File: config.mk
export PLATFORM = sky130hd
export DESIGN_NAME = esr_ctrl
export DESIGN_NICKNAME = d
export VERILOG_FILES = /design/src/hdl/esr_pkg.sv /design/src/hdl/esr_ctrl.sv
export SDC_FILE = /design/constraint.sdc
export NUM_CORES = 1
export LEC_CHECK = 0
export ABC_AREA = 1
export BUFFER_PORTS_ARGS = -buffer_cell sky130_fd_sc_hd__buf_2
export CAP_MARGIN = 20
export CORE_AREA = 2 2 39 41
export DETAILED_ROUTE_END_ITERATION = 8
export DIE_AREA = 0 0 41 43
export PLACE_DENSITY = 0.65
export RECOVER_POWER = 100
export SYNTH_ARGS = -nofsm -noshare
export SYNTH_HDL_FRONTEND = slang
export SYNTH_SLANG_ARGS = --single-unit
File: constraint.sdc
create_clock -name clk -period 1.1 [get_ports clk]
set_clock_uncertainty 0.05 [all_clocks]
set_input_delay 0.22 -clock clk [delete_from_list [all_inputs] [get_ports clk]]
set_output_delay 0.22 -clock clk [all_outputs]
set_load 0.02 [all_outputs]
File: src/hdl/esr_pkg.sv
// ----------------------------------------------------------------------------
// Euclidean similarity ranker package
// Shared constants, state encoding and controller/datapath link types.
// ----------------------------------------------------------------------------
`default_nettype none

package esr_pkg;

  localparam int MAX_USERS  = 64;
  localparam int MAX_ITEMS  = 128;
  localparam int USER_W     = $clog2(MAX_USERS);
  localparam int ITEM_W     = $clog2(MAX_ITEMS);
  localparam int UCNT_W     = 7;
  localparam int ICNT_W     = 8;
  localparam int RATING_W   = 16;
  localparam int SIM_W      = 16;
  localparam int PROD_W     = 32;
  localparam int SUM_W      = 40;
  localparam int ROOT_W     = SUM_W + 1;
  localparam int DIVR_W     = 21;
  localparam int QUO_W      = 24;
  localparam int DCNT_W     = 5;
  localparam int CFG_IDX_W  = 1;
  localparam int CFG_DATA_W = 8;

  localparam logic [CFG_IDX_W-1:0] REG_USER_COUNT = 1'd0;
  localparam logic [CFG_IDX_W-1:0] REG_ITEM_COUNT = 1'd1;

  typedef enum logic [3:0] {
    ST_LOAD,
    ST_DRAIN,
    ST_SUM_RD,
    ST_SQ_LOAD,
    ST_SQ_RUN,
    ST_DV_LOAD,
    ST_DV_RUN,
    ST_SIM_WR,
    ST_SCAN_INIT,
    ST_SCAN_RD,
    ST_SCAN_END,
    ST_EMIT
  } esr_state_t;

  typedef struct packed {
    logic in_ready;
    logic sum_rd;
    logic sq_load;
    logic sq_step;
    logic dv_load;
    logic dv_step;
    logic sim_wr;
    logic scan_init;
    logic scan_rd;
    logic emit;
  } esr_cmd_t;

  typedef struct packed {
    logic final_accept;
    logic sq_last;
    logic dv_last;
    logic k_last;
    logic scan_last;
    logic emit_last;
    logic out_free;
  } esr_status_t;

endpackage

`default_nettype wire

File: src/hdl/esr_ctrl.sv
// ----------------------------------------------------------------------------
// Ranker controller
// Sequences loading, scoring (root and reciprocal) and selection output.
// ----------------------------------------------------------------------------
`default_nettype none

module esr_ctrl
  import esr_pkg::*;
(
  input  wire logic        clk,
  input  wire logic        rst,
  input  wire esr_status_t status,
  output esr_cmd_t         cmd
);

  esr_state_t state, state_next;
  logic       drain;

  always_ff @(posedge clk) begin
    if (rst) begin
      state <= ST_LOAD;
      drain <= 1'b0;
    end else begin
      state <= state_next;
      drain <= (state == ST_DRAIN) && !drain;
    end
  end

  always_comb begin
    state_next = state;
    unique case (state)
      ST_LOAD:      if (status.final_accept) state_next = ST_DRAIN;
      // The last squared difference passes the stage 1 and stage 2 registers before it reaches the sum memory.
      ST_DRAIN:     if (drain) state_next = ST_SUM_RD;
      ST_SUM_RD:    state_next = ST_SQ_LOAD;
      ST_SQ_LOAD:   state_next = ST_SQ_RUN;
      ST_SQ_RUN:    if (status.sq_last) state_next = ST_DV_LOAD;
      ST_DV_LOAD:   state_next = ST_DV_RUN;
      ST_DV_RUN:    if (status.dv_last) state_next = ST_SIM_WR;
      ST_SIM_WR:    state_next = status.k_last ? ST_SCAN_INIT : ST_SUM_RD;
      ST_SCAN_INIT: state_next = ST_SCAN_RD;
      ST_SCAN_RD:   if (status.scan_last) state_next = ST_SCAN_END;
      ST_SCAN_END:  state_next = ST_EMIT;
      ST_EMIT: begin
        if (status.out_free) state_next = status.emit_last ? ST_LOAD : ST_SCAN_INIT;
      end
      default:      state_next = ST_LOAD;
    endcase
  end

  always_comb begin
    cmd           = '0;
    cmd.in_ready  = (state == ST_LOAD);
    cmd.sum_rd    = (state == ST_SUM_RD);
    cmd.sq_load   = (state == ST_SQ_LOAD);
    cmd.sq_step   = (state == ST_SQ_RUN);
    cmd.dv_load   = (state == ST_DV_LOAD);
    cmd.dv_step   = (state == ST_DV_RUN);
    cmd.sim_wr    = (state == ST_SIM_WR);
    cmd.scan_init = (state == ST_SCAN_INIT);
    cmd.scan_rd   = (state == ST_SCAN_RD);
    cmd.emit      = (state == ST_EMIT) && status.out_free;
  end

endmodule

`default_nettype wire

Word-level counts from Yosys, hierarchy flattened. Index checks and enable logic that the tools add are counted.

Bits in registers: 5. Output and inout port bits: 10. Logic and storage cells: 33.

Equality and inequality tests: 17. Mux-type cells: 9. Reduce and logical (&&, ||, !) cells: 5.

Operator list (count): $pmux W4 S12 (1); $mux W4 (8); $eq A4 B3 Y1 const B (4); $eq A4 B4 Y1 const B (4); $ne A2 B2 Y1 const B (6); $eq A4 B2 Y1 const B (2); $reduce_and A6 Y1 (1); $eq A4 B1 Y1 const B (1); $logic_not A4 Y1 (1); $logic_and A1 B1 Y1 (2); $logic_not A1 Y1 (1).

Logic depth before layout (Yosys ltp).
Depth after elaboration: 3. Gate-level depth with buffers: 10. Mapped depth without buffers: 10.

Worst setup path before layout. No wires, ideal clock.

Kind: register to register. Start point: register state[3]. End point: register state[1]. Setup time: 0.113 ns. Arrival: 1.115 ns. Path slack: -0.178 ns. Stages on the path, launching flop included: 10. Buffers on the path: 0. Period minus slack after synthesis: 1.278 ns. Path through: dfxtp_1 > nand2_1 > nor2_2 > nand2_1 > nand2_1 > inv_1 > nand2_2 > nand2_1 > nand2_1 > nor2_1.

RTL lines: start, declared (RTL line esr_ctrl.sv:16) `esr_state_t state, state_next;`; start signal, assigned (RTL line esr_ctrl.sv:24) `state <= state_next;`.

==> key figures <==
Power
  – Flop pwr share: 0.207
  – Clock Power Share: 0.111
  – Pwr per Cell Area: 2110 nW/um^2
  – Comb power frac: 0.681
  – Total power: 1.83 mW
  – Sw Ratio: 0.460
  – Pleak: 0.448 nW
  – Int Power: 0.988 mW
  – Max VDD drop: 1.33 mV
  – NetSw: roughly 0.84 mW

STA
  – Final Setup Violations: 13
  – Final Max Tran Viols: 0
  – Min Tclk post-route: 1.37 ns
  – Setup_tns: -2.75 ns
  – Fin. Hold Viols: 0
  – Worst rel slew slack: 0.871
  – Final worst slack: -0.272 ns
  – Least-Margin Pin Slew: 0.191 ns
  – Hold WS: 0.0996 ns
  – RSZ-0062 raised after global routing: true
  – Fin crit share: 1.25
  – FMAX: 729 MHz

Placed design
  – Final Wtd Congestion: 0.757
  – Placed inst area: about 660 um^2
  – Count of input and output buffers: 18
  – DPL Wire Length: 898 um

Outcome
  – Status: finished with violations
  – Violated checks: negative setup slack

Global routing
  – Total grt overflow: 0
  – Largest net degree at the start of global routing: 7
  – First-pass GRT wire length: 1.99 mm
  – Vias in the first global route: 538
  – Tot GR Track Use: 0.168
  – Number of antenna violations at the first check in global routing: 0

Setup path
  – Crit-path leading delay family: flip-flops
  – CP endpoint: cmd[0]
  – CP Buf/Inv Count: 2
  – R2r endpoint: state[1]
  – CP startpoint: state[0]
  – CP required: 0.83 ns
  – Reg2reg path depth: 10
  – Critical path type: reg2out
  – Flop-to-flop setup slack: -0.17 ns
  – Nature of the critical path endpoint: output pin
  – Reg2reg start: state[2]
  – Worst EP arrival: 1.10 ns
  – WP depth: 4
  – Critical-path cell list: nand2_4 -> buf_6 -> nor3_2 -> buf_4
  – Worst-path fanout max: 6
  – CP startpoint kind: register
  – Crit path largest cell delay: 0.42 ns
  – Crit-path slowest cell: dfxtp_4

Die
  – Std cell rows: 14
  – Die ar.: 1760 um^2
  – Initial Utilization: 0.278
  – Top Ports: 19
  – Die X-Extent: approximately 41 um
  – Core area: around 1400 um^2
  – Die height: 43 um

Clock tree
  – Root Driver: clkbuf_4
  – TritonCTS clock tree: done
  – Clock transition at the registers of the reported paths: 0.04 ns
  – Num CTS Buffers: 3
  – Clock buffer depth: 2
  – Clock Latency Late Sink: 0.24 ns
  – Total clock sinks: 5
  – H-tree levels: 1

Cells and area
  – Finished Cell Area: approximately 870 um^2
  – Area Growth Syn to Fin: 126%
  – Layout cell share with drive strength beyond 1: 0.606
  – # fillers: 112
  – Antenna diodes: 0
  – Commonest cells after routing, fill and taps aside: buf_6 (16), nor2_4 (13), inv_1 (13)
  – Nets@finish: 119
  – Final design utilization: 0.628
  – Leading cell type in the layout, fill and taps excluded: buf_6

Synth
  – Unique masters post-synth: 13
  – Syn Nets: just over 80
  – Register bit count reported by yosys: 5
  – Synth Instances: 73
  – Syn Area/Cell: 5.28 um^2
  – Post-Synthesis Cell Area: 385 um^2
  – Synth warnings: 0
  – Seq/Total Area, Yosys: 0.260

Detailed routing
  – Vias per cell: 4.38
  – Pre-antenna DRT Iters: 2
  – Post-route ant nets: 0
  – Total number of vias: ~550
  – Routed WL per cell: 10.0 um
  – Post-Route WL: 1.25 mm
  – # DRC: 0
  – Initial DRC Count: 2

Hold path
  – Hold WC Path Type: in2reg

Job
  – Max-cap violations: 0
==> area by class of cell <==
type	count	area (um^2)	area share
multi-input combinational	49	342	0.393
inverter	19	86.3	0.0993
timing repair buffer	32	280	0.322
clock buffer	4	26.3	0.0302
tap	16	20.0	0.0230
sequential	5	115	0.132
==> synth_stat cells (all sizes together) <==
library cell,number,share of area
o211ai,1,0.019
nand4,1,0.016
nand2,13,0.14
nor2,25,0.26
nand3,5,0.065
nor3,2,0.026
inv,19,0.19
o21a,1,0.019
o21ai,1,0.013
dfxtp,5,0.26
==> sequential cells by signal, summed over array words and instances, names as in the netlist <==
signal / count
state: 4
drain: 1
==> routing by layer <==
layer	vias up	part of all wire	global-route usage
met3	2	0.022	0.0209
met5	-	0	0
li1	290	-	-
met4	0	0.012	0.100
met1	244	0.37	0.155
met2	12	0.59	0.313
==> power groups by stage <==
stage               Sequential, mW  Clock (mW)  Combinational, mW
finish                       0.379       0.204               1.25
global route                 0.390       0.224               1.35
CTS                          0.369       0.215               1.20
detailed placement           0.314           0              0.951
global placement             0.313           0              0.941
floorplan                    0.303           0              0.605
==> cell families (layout without fill, tap and decap cells) <==
family	Yosys count	after routing	synth area share
compound gates	3	3	0.0520
simple gates	46	46	0.503
buf+inv	19	55	0.185
flops	5	5	0.260
==> per-stage QoR <==
step                cells  setup WS [ns]
floorplan              73        -0.0687
global placement      120         -0.199
detailed placement    120         -0.182
CTS                   125         -0.274
global route          125         -0.312
finish                125         -0.272
==> worst reg2reg max path: stages (launching register included) <==
cell,delay [ns]
dfxtp_4,0.36
inv_6,0.08
nor2_4,0.04
buf_4,0.14
nand3_1,0.06
nand2_1,0.06
nor2_2,0.13
nand2_2,0.09
nand2_1,0.07
nand2_1,0.05
nor2_1,0.08
==> timing repair <==
action,in CTS,in global routing
setup buffers,2,0
resized for setup,48,7
endpoints found under the hold margin,0,0
hold buffers,0,0
pin swaps,10,6
endpoints found under the setup margin,14,13
==> worst min-delay path by stage <==
stage	from	endpoint	slack, ns	cells after the start
2_1_floorplan	rst	drain	0.24	1
3_3_place_gp	rst	drain	0.34	2
3_5_place_dp	rst	drain	0.35	2
4_1_cts	rst	drain	0.09	2
5_1_grt	rst	drain	0.1	2
6_report	rst	drain	0.1	2
(Power assumes the default switching activity.)
